==> config.mk <==
export PLATFORM = sky130hd
export DESIGN_NAME = terminal_line_editor_top
export DESIGN_NICKNAME = d
export VERILOG_FILES = /design/src/rtl/tle_pkg.sv /design/src/rtl/tle_ram.sv /design/src/rtl/tle_core.sv /design/src/rtl/terminal_line_editor_top.sv
export VERILOG_INCLUDE_DIRS = /design/src /design/src/rtl
export SDC_FILE = /design/constraint.sdc
export NUM_CORES = 1
export LEC_CHECK = 0
export BUFFER_PORTS_ARGS = -buffer_cell sky130_fd_sc_hd__buf_4
export CORE_ASPECT_RATIO = 1.5
export CORE_MARGIN = 5
export CORE_UTILIZATION = 55
export DETAILED_ROUTE_END_ITERATION = 8
export HOLD_SLACK_MARGIN = 0.1
export PLACE_DENSITY = 0.69
export SETUP_SLACK_MARGIN = 0.05
export SLEW_MARGIN = 20
export SYNTH_ARGS = -nofsm -noshare
export SYNTH_HDL_FRONTEND = slang
export SYNTH_SLANG_ARGS = --single-unit
==> constraint.sdc <==
create_clock -name clk -period 4.8 [get_ports clk]
set_clock_uncertainty 0.2 [all_clocks]
set_input_delay 0.72 -clock clk [delete_from_list [all_inputs] [get_ports clk]]
set_output_delay 0.72 -clock clk [all_outputs]
set_load 0.05 [all_outputs]
==> src/rtl/terminal_line_editor_top_assert.svh <==
// assertion macros for the line editor rtl, included by tle_core
// expects signals clk and rst_n in the including module
`ifndef TERMINAL_LINE_EDITOR_TOP_ASSERT_SVH
`define TERMINAL_LINE_EDITOR_TOP_ASSERT_SVH

// same-cycle implication, off while in reset
`define TLE_ASSERT_NOW(lbl, ante, cons, msg) \
  lbl: assert property (@(posedge clk) disable iff (!rst_n) (ante) |-> (cons)) \
    else $error(msg);

// next-cycle implication, off while in reset
`define TLE_ASSERT_NEXT(lbl, ante, cons, msg) \
  lbl: assert property (@(posedge clk) disable iff (!rst_n) (ante) |=> (cons)) \
    else $error(msg);

`endif

==> src/rtl/tle_pkg.sv <==
// line editor package: beat structs, command and kind codes, fsm types
// no dependencies
`default_nettype none

package tle_pkg;

  localparam int POS_W  = 6;
  localparam int CHAR_W = 8;
  localparam int CMD_W  = 4;
  localparam int KIND_W = 2;

  // command codes
  localparam logic [CMD_W-1:0] CMD_CHAR   = 4'd0;
  localparam logic [CMD_W-1:0] CMD_LEFT   = 4'd1;
  localparam logic [CMD_W-1:0] CMD_RIGHT  = 4'd2;
  localparam logic [CMD_W-1:0] CMD_WLEFT  = 4'd3;
  localparam logic [CMD_W-1:0] CMD_WRIGHT = 4'd4;
  localparam logic [CMD_W-1:0] CMD_HOME   = 4'd5;
  localparam logic [CMD_W-1:0] CMD_END    = 4'd6;
  localparam logic [CMD_W-1:0] CMD_BKSP   = 4'd7;
  localparam logic [CMD_W-1:0] CMD_DEL    = 4'd8;
  localparam logic [CMD_W-1:0] CMD_ENTER  = 4'd9;

  // result kinds
  localparam logic [KIND_W-1:0] KIND_STATUS = 2'd0;
  localparam logic [KIND_W-1:0] KIND_CHAR   = 2'd1;
  localparam logic [KIND_W-1:0] KIND_EOL    = 2'd2;

  // separator after reset
  localparam logic [CHAR_W-1:0] SEP_RESET = 8'd32;

  typedef struct packed {
    logic [CMD_W-1:0]  cmd;
    logic [CHAR_W-1:0] key_char;
  } tle_in_t;

  typedef struct packed {
    logic [KIND_W-1:0] kind;
    logic [CHAR_W-1:0] out_char;
    logic [POS_W-1:0]  cursor_pos;
    logic [POS_W-1:0]  line_length;
    logic              ignored;
    logic              last;
  } tle_out_t;

  typedef enum logic [1:0] {
    ST_IDLE,
    ST_SCAN,
    ST_DONE
  } tle_state_t;

  // what the scan engine does with each read
  typedef enum logic [2:0] {
    MODE_NONE,
    MODE_SHR,
    MODE_SHL,
    MODE_WLEFT,
    MODE_WRIGHT,
    MODE_ENTER
  } tle_mode_t;

endpackage

`default_nettype wire

==> src/rtl/tle_ram.sv <==
// generic single-clock ram, one write port and one registered read port
// no dependencies
`default_nettype none

module tle_ram #(
  parameter int WIDTH = 8,
  parameter int DEPTH = 64
) (
  input  wire logic                     clk,
  input  wire logic                     we,
  input  wire logic [$clog2(DEPTH)-1:0] waddr,
  input  wire logic [WIDTH-1:0]         wdata,
  input  wire logic [$clog2(DEPTH)-1:0] raddr,
  output logic      [WIDTH-1:0]         rdata
);

  logic [WIDTH-1:0] mem_r [DEPTH];

  // write port
  always_ff @(posedge clk) begin
    if (we) begin
      mem_r[waddr] <= wdata;
    end
  end

  // registered read
  always_ff @(posedge clk) begin
    rdata <= mem_r[raddr];
  end

endmodule

`default_nettype wire

==> src/rtl/tle_core.sv <==
// line editor sequencer: command decode, shift/scan engine over the line ram,
// result register; uses tle_pkg and the assertion macro header
`default_nettype none
`include "terminal_line_editor_top_assert.svh"

module tle_core #(
  parameter int LINE_CAPACITY = 64
) (
  input  wire logic                  clk,
  input  wire logic                  rst_n,
  input  wire logic                  start,
  output logic                       busy,
  input  wire tle_pkg::tle_in_t      in_data,
  input  wire logic [7:0]            sep,
  output logic                       out_valid,
  output tle_pkg::tle_out_t          out_data,
  output logic                       ram_we,
  output logic [$clog2(LINE_CAPACITY)-1:0] ram_waddr,
  output logic [7:0]                 ram_wdata,
  output logic [$clog2(LINE_CAPACITY)-1:0] ram_raddr,
  input  wire logic [7:0]            ram_rdata
);

  import tle_pkg::*;

  localparam int AW = $clog2(LINE_CAPACITY);
  localparam logic [POS_W-1:0] FULL_LEN = POS_W'(LINE_CAPACITY - 1);

  tle_state_t        state_r, state_nxt;
  tle_mode_t         mode_r, mode_nxt;
  logic [POS_W-1:0]  cur_r, cur_nxt;
  logic [POS_W-1:0]  len_r, len_nxt;
  logic [POS_W-1:0]  res_cur_r, res_cur_nxt;
  logic [POS_W-1:0]  res_len_r, res_len_nxt;
  logic              ign_r, ign_nxt;
  logic [CHAR_W-1:0] key_r, key_nxt;
  logic [POS_W-1:0]  rp_r, rp_nxt;
  logic [POS_W-1:0]  cnt_r, cnt_nxt;
  logic              p_valid_r, p_valid_nxt;
  logic [POS_W-1:0]  p_pos_r, p_pos_nxt;
  logic              out_valid_r, out_valid_nxt;
  tle_out_t          out_data_r, out_data_nxt;

  logic              issue;
  logic              descend;
  logic [POS_W-1:0]  cur_inc, cur_dec, p_pos_inc, p_pos_dec;

  assign cur_inc   = cur_r + 6'd1;
  assign cur_dec   = cur_r - 6'd1;
  assign p_pos_inc = p_pos_r + 6'd1;
  assign p_pos_dec = p_pos_r - 6'd1;

  assign busy      = (state_r != ST_IDLE);
  assign out_valid = out_valid_r;
  assign out_data  = out_data_r;

  // reads go one per cycle while the count lasts
  assign issue     = (state_r == ST_SCAN) && (cnt_r != '0);
  assign descend   = (mode_r == MODE_SHR) || (mode_r == MODE_WLEFT);
  assign ram_raddr = rp_r[AW-1:0];

  // state registers
  always_ff @(posedge clk) begin
    if (!rst_n) begin
      state_r     <= ST_IDLE;
      mode_r      <= MODE_NONE;
      cur_r       <= '0;
      len_r       <= '0;
      cnt_r       <= '0;
      p_valid_r   <= 1'b0;
      out_valid_r <= 1'b0;
    end else begin
      state_r     <= state_nxt;
      mode_r      <= mode_nxt;
      cur_r       <= cur_nxt;
      len_r       <= len_nxt;
      cnt_r       <= cnt_nxt;
      p_valid_r   <= p_valid_nxt;
      out_valid_r <= out_valid_nxt;
    end
  end

  // payload registers
  always_ff @(posedge clk) begin
    res_cur_r  <= res_cur_nxt;
    res_len_r  <= res_len_nxt;
    ign_r      <= ign_nxt;
    key_r      <= key_nxt;
    rp_r       <= rp_nxt;
    p_pos_r    <= p_pos_nxt;
    out_data_r <= out_data_nxt;
  end

  // decode, scan engine and result generation
  always_comb begin
    state_nxt     = state_r;
    mode_nxt      = mode_r;
    cur_nxt       = cur_r;
    len_nxt       = len_r;
    res_cur_nxt   = res_cur_r;
    res_len_nxt   = res_len_r;
    ign_nxt       = ign_r;
    key_nxt       = key_r;
    rp_nxt        = rp_r;
    cnt_nxt       = cnt_r;
    p_valid_nxt   = issue;
    p_pos_nxt     = rp_r;
    out_valid_nxt = 1'b0;
    out_data_nxt  = out_data_r;
    ram_we        = 1'b0;
    ram_waddr     = p_pos_r[AW-1:0];
    ram_wdata     = ram_rdata;

    case (state_r)
      ST_IDLE: begin
        if (start) begin
          key_nxt     = in_data.key_char;
          mode_nxt    = MODE_NONE;
          res_cur_nxt = cur_r;
          res_len_nxt = len_r;
          ign_nxt     = 1'b0;
          cnt_nxt     = '0;
          rp_nxt      = '0;
          case (in_data.cmd)
            CMD_CHAR: begin
              if (len_r >= FULL_LEN) begin
                ign_nxt = 1'b1;
              end else begin
                // tail moves right from the end down to the cursor
                mode_nxt    = MODE_SHR;
                cnt_nxt     = len_r - cur_r;
                rp_nxt      = len_r - 6'd1;
                res_cur_nxt = cur_inc;
                res_len_nxt = len_r + 6'd1;
              end
            end
            CMD_LEFT: begin
              if (cur_r != '0) begin
                res_cur_nxt = cur_dec;
              end
            end
            CMD_RIGHT: begin
              if (cur_r < len_r) begin
                res_cur_nxt = cur_inc;
              end
            end
            CMD_WLEFT: begin
              if (cur_r != '0) begin
                // scan left of the stepped cursor for a separator
                mode_nxt    = MODE_WLEFT;
                cnt_nxt     = cur_dec;
                rp_nxt      = cur_r - 6'd2;
                res_cur_nxt = '0;
              end
            end
            CMD_WRIGHT: begin
              res_cur_nxt = len_r;
              if ((cur_r != len_r) && (cur_inc != len_r)) begin
                mode_nxt = MODE_WRIGHT;
                cnt_nxt  = len_r - cur_inc;
                rp_nxt   = cur_inc;
              end
            end
            CMD_HOME: begin
              res_cur_nxt = '0;
            end
            CMD_END: begin
              res_cur_nxt = len_r;
            end
            CMD_BKSP: begin
              if (cur_r == '0) begin
                ign_nxt = 1'b1;
              end else begin
                mode_nxt    = MODE_SHL;
                cnt_nxt     = len_r - cur_r;
                rp_nxt      = cur_r;
                res_cur_nxt = cur_dec;
                res_len_nxt = len_r - 6'd1;
              end
            end
            CMD_DEL: begin
              if (cur_r >= len_r) begin
                ign_nxt = 1'b1;
              end else begin
                mode_nxt    = MODE_SHL;
                cnt_nxt     = len_r - cur_inc;
                rp_nxt      = cur_inc;
                res_len_nxt = len_r - 6'd1;
              end
            end
            CMD_ENTER: begin
              mode_nxt    = MODE_ENTER;
              cnt_nxt     = len_r;
              rp_nxt      = '0;
              res_cur_nxt = '0;
              res_len_nxt = '0;
            end
            default: begin
              mode_nxt = MODE_NONE;
            end
          endcase
          state_nxt = (cnt_nxt != '0) ? ST_SCAN : ST_DONE;
        end
      end

      ST_SCAN: begin
        // advance the read pointer
        if (issue) begin
          cnt_nxt = cnt_r - 6'd1;
          rp_nxt  = descend ? (rp_r - 6'd1) : (rp_r + 6'd1);
        end
        if (cnt_r == '0) begin
          state_nxt = ST_DONE;
        end
        // act on the data read in the previous cycle
        if (p_valid_r) begin
          case (mode_r)
            MODE_SHR: begin
              ram_we    = 1'b1;
              ram_waddr = p_pos_inc[AW-1:0];
            end
            MODE_SHL: begin
              ram_we    = 1'b1;
              ram_waddr = p_pos_dec[AW-1:0];
            end
            MODE_WLEFT: begin
              if (ram_rdata == sep) begin
                res_cur_nxt = p_pos_inc;
                state_nxt   = ST_DONE;
                p_valid_nxt = 1'b0;
              end
            end
            MODE_WRIGHT: begin
              if (ram_rdata == sep) begin
                res_cur_nxt = p_pos_r;
                state_nxt   = ST_DONE;
                p_valid_nxt = 1'b0;
              end
            end
            MODE_ENTER: begin
              out_valid_nxt            = 1'b1;
              out_data_nxt.kind        = KIND_CHAR;
              out_data_nxt.out_char    = ram_rdata;
              out_data_nxt.cursor_pos  = '0;
              out_data_nxt.line_length = '0;
              out_data_nxt.ignored     = 1'b0;
              out_data_nxt.last        = 1'b0;
            end
            default: begin
              ram_we = 1'b0;
            end
          endcase
        end
      end

      ST_DONE: begin
        // insert drops the key into the opened slot
        if (mode_r == MODE_SHR) begin
          ram_we    = 1'b1;
          ram_waddr = cur_r[AW-1:0];
          ram_wdata = key_r;
        end
        p_valid_nxt              = 1'b0;
        out_valid_nxt            = 1'b1;
        out_data_nxt.kind        = (mode_r == MODE_ENTER) ? KIND_EOL : KIND_STATUS;
        out_data_nxt.out_char    = '0;
        out_data_nxt.cursor_pos  = res_cur_r;
        out_data_nxt.line_length = res_len_r;
        out_data_nxt.ignored     = ign_r;
        out_data_nxt.last        = 1'b1;
        cur_nxt                  = res_cur_r;
        len_nxt                  = res_len_r;
        state_nxt                = ST_IDLE;
      end

      default: begin
        state_nxt = ST_IDLE;
      end
    endcase
  end

  // checks on the sequencer
  `TLE_ASSERT_NOW(a_cur_in_line, 1'b1, cur_r <= len_r, "cursor beyond line end")
  `TLE_ASSERT_NOW(a_len_fits, 1'b1, len_r <= FULL_LEN, "line longer than capacity")
  `TLE_ASSERT_NOW(a_we_busy, ram_we, state_r != ST_IDLE, "ram write while idle")
  `TLE_ASSERT_NEXT(a_accept_quiet, start && !busy, !out_valid_r, "result right after accept")
  `TLE_ASSERT_NEXT(a_done_last, state_r == ST_DONE, out_valid_r && out_data_r.last,
    "final beat missing")

endmodule

`default_nettype wire

==> src/rtl/terminal_line_editor_top.sv <==
// line editor top: separator register, sequencer and line ram
// uses tle_pkg, tle_core and tle_ram
`default_nettype none

// Line editor with one text line of up to LINE_CAPACITY-1 characters held in
// a single-port-read ram. A key beat is taken when start is high and busy is
// low. Cursor moves, home and end go from accept straight to the done state,
// which registers their status beat. Insert, backspace, delete and word moves
// shift or scan the line one character per cycle through the ram read port,
// then pass to the done state for their status beat. Enter streams the line
// out at one character beat per cycle, then an end-of-line beat marked last.
// Every result beat is shown on out_data for one cycle with out_valid high;
// the receiver cannot stall, so it must take each beat as it comes. The next
// key can be taken at the edge that takes the final beat. The separator
// register is written on cfg_valid and cfg_ready, and cfg_ready is high only
// while no key is in progress.
module terminal_line_editor_top #(
  parameter int LINE_CAPACITY = 64
) (
  input  wire logic              clk,
  input  wire logic              rst_n,
  input  wire logic              start,
  output logic                   busy,
  input  wire tle_pkg::tle_in_t  in_data,
  output logic                   out_valid,
  output tle_pkg::tle_out_t      out_data,
  input  wire logic              cfg_valid,
  output logic                   cfg_ready,
  input  wire logic [7:0]        cfg_data
);

  import tle_pkg::*;

  localparam int AW = $clog2(LINE_CAPACITY);

  logic [CHAR_W-1:0] sep_r, sep_nxt;
  logic              ram_we;
  logic [AW-1:0]     ram_waddr, ram_raddr;
  logic [CHAR_W-1:0] ram_wdata, ram_rdata;

  // separator register
  assign cfg_ready = !busy;
  assign sep_nxt   = (cfg_valid && cfg_ready) ? cfg_data : sep_r;

  always_ff @(posedge clk) begin
    if (!rst_n) begin
      sep_r <= SEP_RESET;
    end else begin
      sep_r <= sep_nxt;
    end
  end

  // sequencer
  tle_core #(
    .LINE_CAPACITY(LINE_CAPACITY)
  ) u_core (
    .clk       (clk),
    .rst_n     (rst_n),
    .start     (start),
    .busy      (busy),
    .in_data   (in_data),
    .sep       (sep_r),
    .out_valid (out_valid),
    .out_data  (out_data),
    .ram_we    (ram_we),
    .ram_waddr (ram_waddr),
    .ram_wdata (ram_wdata),
    .ram_raddr (ram_raddr),
    .ram_rdata (ram_rdata)
  );

  // line storage
  tle_ram #(
    .WIDTH(CHAR_W),
    .DEPTH(LINE_CAPACITY)
  ) u_line_ram (
    .clk   (clk),
    .we    (ram_we),
    .waddr (ram_waddr),
    .wdata (ram_wdata),
    .raddr (ram_raddr),
    .rdata (ram_rdata)
  );

endmodule

`default_nettype wire

# Word level (Yosys, flattened, before mapping)
# Memories as Yosys holds them, arrays and structs flattened. A register that Yosys moved wholly into a read port is not among the register bits.
# Index checks and enable logic that the tools add are counted.
# totals
ff_bits	90
latch_bits	0
ramBits	512
mem_bits_ro	0
output_inout_bits	27
mem_count	1
# op_classes
add_sub_neg	12
mul	0
div_mod_pow	0
order_cmp	3
n_eq_ne	26
n_shift	0
mux	77
n_bitwise	0
n_reduce_logical	23
# memory_table
memory	depth	word_bits	read_ports	rd_clocked_by_memory_dff	write_ports	line	text
u_line_ram.mem_r	64	8	1	1	1	tle_ram.sv:17	logic [WIDTH-1:0] mem_r [DEPTH];
# ops
cell	count
$mux 6	31
$pmux 6 s2	6
$mux 24	2
$pmux 24 s2	1
$pmux 6 s7	1
$pmux 6 s6	1
$pmux 6 s5	1
$sub 6x1->6 const B	5
$add 6x1->6 const B	4
$pmux 6 s4	1
$mux 2	10
$pmux 3 s6	1
$reduce_bool 6->1	3
$eq 4x3->1 const B	4
$mux 8	2
$mux 1	14
$logic_not 6->1	2
$ne 6x6->1	2
$sub 6x6->6	2
$ne 3x3->1 const B	3
$eq 4x2->1 const B	2
$eq 4x4->1 const B	2
$eq 8x8->1	1
$reduce_or 2->1	4
other kinds (25)	36

# Depth between registers and ports, before layout
# Gate-level depths: netlist (run 1).
# depth
word_depth	11
mapped_depth	16

# Cells and area by module
# A second synthesis (run 1) with hierarchy kept.
# unflattened
cells_unflattened	1666
area_unflattened_um2	26400.3
# modules_own_cells
module	n_inst	cells_per_inst	area_per_inst_um2	seq_area_each_um2
tle_ram	1	972	20190.6	15534.9
tle_core	1	658	5873.1	2152.1
terminal_line_editor_top	1	36	336.6	160.2

# Worst setup path after synthesis (run 1)
# Ideal clock, no wire load.
# synth_path
kind	register -> register
startpoint	reg u_core.len_r[0]
endpoint	reg u_core.res_cur_r[0] (data pin)
setup_time_ns	0.261
arrival_time_ns	2.790
setup_slack_ns	1.549
path_stages_with_launch	17
path_buffers	1
synth_period_minus_slack_ns	3.251
path_cell_list	dfxtp_1 -> clkbuf_1 -> inv_1 -> ha_1 -> inv_1 -> fa_1 -> a211oi_1 -> o21ai_0 -> nand2_1 -> inv_1 -> ha_1 -> nor2_1 -> a21oi_1 -> nor3_1 -> a211oi_1 -> o21ai_0 -> o32a_1
# synth_between
elab_chain_len	5
word_cells_on_any_way	7
# synth_lines
element	line	text
from (decl)	tle_core.sv:32	logic [POS_W-1:0] len_r, len_nxt;
from (signal assigned)	tle_core.sv:76	len_r <= len_nxt;
$lt 6x6->1 or $ge 6x6->1 (tied branches)	tle_core.sv:143, tle_core.sv:126	
$mux 6 (on tied branches)	tle_core.sv:143, tle_core.sv:126	
$pmux 6 s7 *	tle_core.sv:124	case (in_data.cmd)
$mux 6 *	tle_core.sv:116	if (start) begin
$pmux 6 s2 *	tle_core.sv:114	case (state_r)
net u_core.res_cur_nxt[0]	tle_core.sv:33	logic [POS_W-1:0] res_cur_r, res_cur_nxt;
to (signal assigned)	tle_core.sv:85	res_cur_r <= res_cur_nxt;
to (decl)	tle_core.sv:33	
# The timed path passes the listed nets; every way through them passes the cells marked *. The select of a mux whose other input is x is not followed.
# A chain may end at the register's enable or synchronous reset.

# Worst setup path in the final report (run 1)
# layout_path
startpoint	reg u_core.cur_r[0]
endpoint	reg u_core.state_r[1]
# layout_between
elab_chain_len	11
word_cells_on_any_way	22
# layout_lines
element	line	text
from (decl)	tle_core.sv:31	logic [POS_W-1:0] cur_r, cur_nxt;
from (signal assigned)	tle_core.sv:75	cur_r <= cur_nxt;
parallel branches: the longest is 4 deep, another holds $add 6x1->6	n/a	
$pmux 6 s6 *	tle_core.sv:124	
$mux 6 *	tle_core.sv:116	
$mux 6 *	tle_core.sv:114	
$reduce_bool 6->1 *	tle_core.sv:202	state_nxt = (cnt_nxt != '0) ? ST_SCAN : ST_DONE;
$mux 2 *	tle_core.sv:202	
$mux 2 *	tle_core.sv:116	
$pmux 2 s2 *	tle_core.sv:114	
to (signal assigned)	tle_core.sv:73	state_r <= state_nxt;
to (decl)	tle_core.sv:29	tle_state_t state_r, state_nxt;
# Mark *: on every way between the ends. The select of a mux whose other input is x is not followed.

==> results of run 1 <==
[cell families (layout without fill, tap and decap cells)]
logic type / after synthesis / after routing / share of synthesized area, %
AOI/OAI and AO/OA: 193 / 193 / 5.00
xor gates and xnor gates: 39 / 39 / 1.38
adders and majority gates: 37 / 37 / 1.88
buffers and inverters: 112 / 246 / 1.74
DFF: 610 / 610 / 69.1
muxes: 178 / 178 / 15.1
and+or+nand+nor: 309 / 309 / 5.86
[metrics by stage]
step	hold slack [ns]	util, %	power [uW]
global route	0.168	62.2	18400
global placement	0.266	58.2	13400
CTS	0.150	62.2	17800
detailed placement	0.267	58.2	13500
finish	0.172	62.2	17700
floorplan	0.146	-	11200
[worst max-delay path, delay by kind of cell (launching register included)]
kind                     cells  cell delay, ns
AND/OR/NAND/NOR              4            1.34
adder cells (fa/ha/maj)      2            0.67
buffers and inverters        1            0.06
AO/OA/AOI/OAI                4            0.91
flip-flops                   1            0.68
[flip-flops by register name, summed over array words and instances, names as in the netlist, 2 cells and up]
signal            cells
u_core.out_data      24
u_line_ram.rdata      8
u_core.cur_r          6
u_line_ram.mem_r    512
sep_r                 8
u_core.cnt_r          6
u_core.res_len_r      6
u_core.len_r          6
u_core.state_r        2
u_core.key_r          8
u_core.p_pos_r        6
u_core.res_cur_r      6
u_core.mode_r         3
u_core.ram_raddr      6
[cells in the mapped netlist (all sizes together) (5+ instances only)]
cell type    n
a22oi        7
a211oi       6
ha          34
clkbuf      45
o221ai      13
nand3       26
xnor2       28
nor3b        7
nor2       120
nand2       68
mux2         8
or3          6
inv         35
a21o         5
buf         30
xor2        10
and3         5
dfxtp       47
o21ai       40
o22ai        6
nand2b       5
nor3        13
mux4       168
nor2b       17
edfxtp     563
and2        21
a21oi       64
[power groups by stage]
stage / clock network [uW] / registers (uW) / logic, uW
after floorplan: 0 / 7540 / 3700
after global placement: 0 / 7370 / 6060
after detailed placement: 0 / 7370 / 6100
after CTS: 4440 / 7260 / 6130
after global routing: 4690 / 7300 / 6420
final: 4350 / 7260 / 6050
[worst paths after layout]
| check | from | to | slack (ns) | cells past startpoint |
|---|---|---|---|---|
| worst max-delay path | u_core.cur_r[0] | u_core.state_r[1] | 0.87 | 11 |
| worst min-delay path | cfg_data[5] | sep_r[5] | 0.17 | 3 |
| worst max register to register | u_core.cur_r[0] | u_core.state_r[1] | 0.87 | 11 |
| worst min register to register | sep_r[4] | sep_r[4] | 0.27 | 2 |
[placed cells by master (no fill, tap or decap), drive strengths merged, types with 5 or more instances in the layout]
cell type | synthesis | routed
nand2b | 5 | 5
clkinv | 2 | 22
clkbuf | 45 | 61
mux2 | 8 | 8
nor3 | 13 | 13
xnor2 | 28 | 28
o22ai | 6 | 6
buf | 30 | 99
o221ai | 13 | 13
xor2 | 10 | 10
mux4 | 168 | 168
a22oi | 7 | 7
dlygate4sd3 | 0 | 8
clkinvlp | 0 | 9
edfxtp | 563 | 563
and3 | 5 | 5
nor3b | 7 | 7
a21o | 5 | 5
bufinv | 0 | 5
or3 | 6 | 6
a21oi | 64 | 64
dfxtp | 47 | 47
nand2 | 68 | 68
inv | 35 | 42
nor2 | 120 | 120
nor2b | 17 | 17
and2 | 21 | 21
ha | 34 | 34
a211oi | 6 | 6
nand3 | 26 | 26
o21ai | 40 | 40
[per-layer routing]
| metal | GRT usage [%] | routed length, um |
|---|---|---|
| met1 | 27.8 | 21700 |
| met2 | 46.0 | 34600 |
| met3 | 3.26 | 2980 |
| met4 | 12.6 | 3810 |
| met5 | 0 | 13 |
[final cells by class]
type / instances / area share (%)
clock buffer: 61 / 4.82
sequential: 610 / 61.6
clock inverter: 41 / 1.34
multi-input combinational: 756 / 26.0
tap: 594 / 2.56
timing repair buffer: 107 / 3.19
inverter: 37 / 0.479
==> impl_metrics.csv, run 1 <==
group,metric,value,unit
clock_tree,numCtsBuffers,54,
floorplan,num_rows,97,
global_route,grt.total_usage,24.6,%
yosys,async_flop_share,0,%
floorplan,die_h,275,um
placement,place_area,27100,um^2
clock_tree,cts_root_buf,"clkbuf_16",
yosys,synthCells,1478,
worst_setup_path,path_class,"flip-flop to flip-flop",
floorplan,start_util,55.4,%
outcome,status,"complete, no violations",
pwr,combPwrFrac,34.2,%
finish,finalNonFillerCells,2206,
yosys,syn_area,25800,um^2
global_route,grt_max_degree,65,
routing,via_count,13900,
clock_tree,cts_setup_buffers,0,
global_route,grt.overflow.total,0,
worst_setup_path,start_kind,"flip-flop",
worst_setup_path,end_kind,"flip-flop",
placement,place_ws,0.950,ns
pwr,p_sw_share,34.3,%
routing,wl_per_cell,28.6,um
yosys,synth-main-ff-cell,"edfxtp_1",
timing,slew_violations,0,
clock_tree,cts_tree,"built",
worst_setup_path,worstPathMaxFanout,12,
finish,diodes,0,
timing,finalSetupViolations,0,
finish,seq_area,17800,um^2
clock_tree,cts_buffer_depth,3,
clock_tree,numClockSinks,610,
clock_tree,htreeDepth,2,
pwr,p_int,11600,uW
routing,drtIter0Drc,1141,
worst_setup_path,crit_arrival,4.28,ns
yosys,syn_area_per_cell,17.5,um^2
timing,post-route-min-period,3.93,ns
clock_tree,clkTransAtPathRegs,0.07,ns
routing,drc_errors,0,
floorplan,dieArea,51500,um^2
routing,wirelength,63000,um
worst_hold_path,hp-class,"input pin to flip-flop",
routing,drtAntennaViolNets,0,
worst_setup_path,crit_chain,"ha_1 > inv_1 > fa_1 > a211oi_1 > o21ai_0 > nand3_1 > and2_1 > o21ai_0 > or3_1 > nor3_2 > o21a_1",
timing,fin_ws,0.875,ns
flow_run,drv_cap,0,
yosys,synth_warnings,0,
yosys,synth_area_leaders,"edfxtp_1, mux4_2, dfxtp_1, ha_1, nor2_1",
yosys,synth_top_area_share,65.4,%
worst_setup_path,max_stage_delay,0.68,ns
clock_tree,ctsHoldBuffers,8,
finish,nets,1627,
yosys,synth_nets,1539,
placement,dp_cells,2096,
finish,area_delta_synth_final,12.2,%
finish,fillers,3290,
yosys,netlist-cell-type-count,77,
timing,rsz0062_at_grt,"false",
global_route,grt_pass1_vias,14400,
floorplan,coreArea,46600,um^2
finish,multiInputGateArea,7550,um^2
pwr,p_leak,0.00941,uW
placement,dpl.hpwl,43100,um
floorplan,io-pin-count,51,
yosys,ys_ff_latch,610,
global_route,grt_antenna_before_repair,1,
finish,drive_gt1_share,24.2,%
yosys,yosys.area.top_type,"edfxtp_1",
pwr,p_switching,6060,uW
worst_setup_path,worst_path_most_repeated_cell,"o21ai_0",
pwr,peakVddDrop,328,uV
pwr,power.density,609,nW/um^2
timing,fmaxAchievable,0.255,GHz
placement,portBuffers,50,
finish,fin_area,29000,um^2
timing,worstMarginPinSlew,0.982,ns
worst_setup_path,cp.required,5.15,ns
clock_tree,clock_latency,0.60,ns
routing,viasPerCell,6.28,
timing,max_slew_margin,34.1,%
timing,hold_violations,0,
timing,period_share,81.8,%
clock_tree,ctsResizeCount,0,
worst_setup_path,critPathSlowestCell,"dfxtp_1",
pwr,clkPwrFrac,24.6,%
floorplan,die_w,187,um
yosys,synth_edf_count,563,
placement,gp_congestion,0.922,
global_route,grt_pass1_wl,94000,um
timing,fin_setup_tns,0,ns
routing,dr.pass1.iters,5,
yosys,ys_seq_area_share,69.1,%
pwr,p_seq_share,41.1,%
Note: power is estimated with default switching activity, not from simulation.
==> run 2, diff against run 1 <==
--- a/config.mk
+++ b/config.mk
@@ -12,7 +12,7 @@
 export CORE_UTILIZATION = 55
 export DETAILED_ROUTE_END_ITERATION = 8
 export HOLD_SLACK_MARGIN = 0.1
-export PLACE_DENSITY = 0.69
+export PLACE_DENSITY = 0.72
 export SETUP_SLACK_MARGIN = 0.05
 export SLEW_MARGIN = 20
 export SYNTH_ARGS = -nofsm -noshare
==> constraint.sdc (replaced) <==
create_clock -name clk -period 3.4 [get_ports clk]
set_clock_uncertainty 0.2 [all_clocks]
set_input_delay 0.51 -clock clk [delete_from_list [all_inputs] [get_ports clk]]
set_output_delay 0.51 -clock clk [all_outputs]
set_load 0.05 [all_outputs]
==> impl_metrics.csv, run 2 (synthesized netlist as in run 1, its figures left out) <==
group,metric,value,unit
worst_setup_path,crit_chain,"inv_1 > ha_1 > or3b_2 > o22ai_1 > mux2i_1 > o21ai_1 > a22oi_4 > nor2b_1 > nand2_1 > nor2_1",
finish,final_cell_mix,"edfxtp_1, buf_4, mux4_2",
timing,max_slew_margin,48.7,%
finish,final_common_cell,"edfxtp_1",
timing,worstMarginPinSlew,0.769,ns
timing,finalSetupViolations,0,
floorplan,die_w,187,um
clock_tree,clkTransAtPathRegs,0.06,ns
global_route,grt_antenna_before_repair,2,
floorplan,die_h,275,um
routing,drtAntennaViolNets,0,
finish,fillers,3209,
timing,whs,0.274,ns
global_route,grt.overflow.total,0,
clock_tree,numCtsBuffers,55,
worst_setup_path,cp.required,3.41,ns
routing,dr.pass1.iters,6,
flow_run,drv_cap,0,
routing,via_count,14500,
finish,drive_gt1_share,29.9,%
clock_tree,numClockSinks,610,
global_route,grt_max_degree,65,
pwr,p_leak,0.0101,uW
floorplan,dieArea,51500,um^2
clock_tree,clock_latency,0.59,ns
worst_setup_path,start_kind,"flip-flop",
floorplan,io-pin-count,51,
routing,viasPerCell,6.20,
routing,drtIter0Drc,1310,
finish,final_core_util,64.9,%
timing,slew_violations,0,
worst_setup_path,path_delay_family,"simple AND/OR/NAND/NOR gates",
worst_setup_path,worst-r2r-setup-slack,0.04,ns
timing,period_share,98.9,%
worst_setup_path,rr_endpoint,"u_line_ram.mem_r[20][7]",
floorplan,num_rows,97,
worst_setup_path,ff2ff_path_depth,10,
worst_setup_path,max_stage_delay,0.63,ns
global_route,grt_pass1_vias,14900,
routing,wl_per_cell,28.0,um
placement,dpl.hpwl,44600,um
worst_setup_path,critPathSlowestCell,"nor2_1",
worst_setup_path,path_class,"flip-flop to flip-flop",
pwr,power.density,855,nW/um^2
timing,fin_setup_tns,0,ns
floorplan,start_util,55.4,%
finish,largest_reg_flops,512,
global_route,grt.total_usage,25.5,%
worst_hold_path,worstHoldStart,"sep_r[0]",
finish,top_register,"u_line_ram.mem_r",
outcome,status,"complete, no violations",
timing,rsz0062_at_grt,"true",
placement,portBuffers,50,
timing,fmaxAchievable,0.297,GHz
finish,area_delta_synth_final,17.0,%
worst_hold_path,min_path_cells,2,
global_route,grt_pass1_wl,97100,um
worst_setup_path,end_kind,"flip-flop",
worst_hold_path,hp-class,"flip-flop to flip-flop",
clock_tree,cts_buffer_depth,3,
routing,wirelength,65300,um
timing,post-route-min-period,3.36,ns
finish,seq_area,17800,um^2
timing,hold_violations,0,
worst_setup_path,r2r-start,"u_core.p_pos_r[1]",
floorplan,coreArea,46600,um^2
finish,nets,1757,
finish,multiInputGateArea,7640,um^2
pwr,peakVddDrop,492,uV
worst_hold_path,hold_end,"sep_r[0]",
routing,drc_errors,0,
worst_setup_path,crit_arrival,3.37,ns
worst_setup_path,critPathBufInv,1,
clock_tree,cts_tree,"built",
worst_setup_path,worstPathMaxFanout,8,
placement,gp_congestion,0.943,
clock_tree,cts_root_buf,"clkbuf_16",
clock_tree,htreeDepth,2,
[run 2: changes by cell type in the layout (fill, tap and decap cells not counted), moves of 4 or more]
cell,previous run,this run
buf_4,91,200
clkinvlp_4,9,5
nor2_2,8,14
bufinv_16,5,11
nor2_1,112,103
dlygate4sd3_1,8,27
[run 2: final cells by class]
cell class / count / area share [%]
repair buffers: 236 / 6.46
clock buffers: 63 / 4.72
inverters: 37 / 0.459
clock inverters: 35 / 1.59
well taps: 594 / 2.46
flip-flops and latches: 610 / 59.0
diodes: 1 / 0.00828
multi-input cells: 756 / 25.3
[run 2: worst register-to-register path, delay by kind of cell (launching register included)]
kind                       cells  cell delay, ns
DFF                            1            0.37
adders and majority gates      1            0.20
and+or+nand+nor                4            1.52
muxes                          1            0.10
buffers and inverters          1            0.09
AOI/OAI and AO/OA              3            0.51
[run 2: how the worst max path moves through the flow]
stage               slack, ns  cells past startpoint                 endpoint               from
floorplan                0.15                     16      u_core.res_cur_r[0]    u_core.len_r[0]
global placement        -0.31                     12      u_core.res_cur_r[5]    u_core.cur_r[0]
detailed placement      -0.25                     12      u_core.res_cur_r[5]    u_core.cur_r[0]
CTS                      0.02                     10  u_line_ram.mem_r[44][7]  u_core.p_pos_r[0]
global route            -0.11                     10  u_line_ram.mem_r[18][1]  u_core.p_pos_r[0]
finish                   0.04                     10  u_line_ram.mem_r[20][7]  u_core.p_pos_r[1]
[run 2: power breakdown]
group | leakage (uW) | internal (uW) | switching, uW
sequential | 0.00548 | 9750 | 328
combinational | 0.00371 | 3550 | 5700
clock | 0.000921 | 3850 | 2660
[run 2: metal layers]
| layer | share of wire (%) | track usage [%] | wire [um] |
|---|---|---|---|
| met1 | 35 | 29.3 | 22800 |
| met2 | 54 | 46.9 | 35000 |
| met3 | 5.1 | 3.18 | 3320 |
| met4 | 6.3 | 13.7 | 4140 |
| met5 | 0.018 | 0 | 12 |
[run 2: per-stage QoR]
| stage | area, um^2 | std cells | total power (uW) | setup WS (ns) |
|---|---|---|---|---|
| floorplan | 25800 | 1478 | 15900 | 0.149 |
| global placement | 27900 | 2205 | 19200 | -0.312 |
| detailed placement | 27900 | 2205 | 19400 | -0.253 |
| CTS | 30100 | 2330 | 25900 | 0.0242 |
| global route | 30200 | 2332 | 26900 | -0.111 |
| finish | 30200 | 2332 | 25800 | 0.0366 |
[run 2: timing repair]
item / CTS / global route
cloned: 0 / 0
resized for setup: 3 / 27
buffers inserted: 0 / 1
endpoints found under the hold margin: 22 / 0
hold buffers: 27 / 0
pin swaps: 0 / 1
endpoints found under the setup margin: 41 / 159
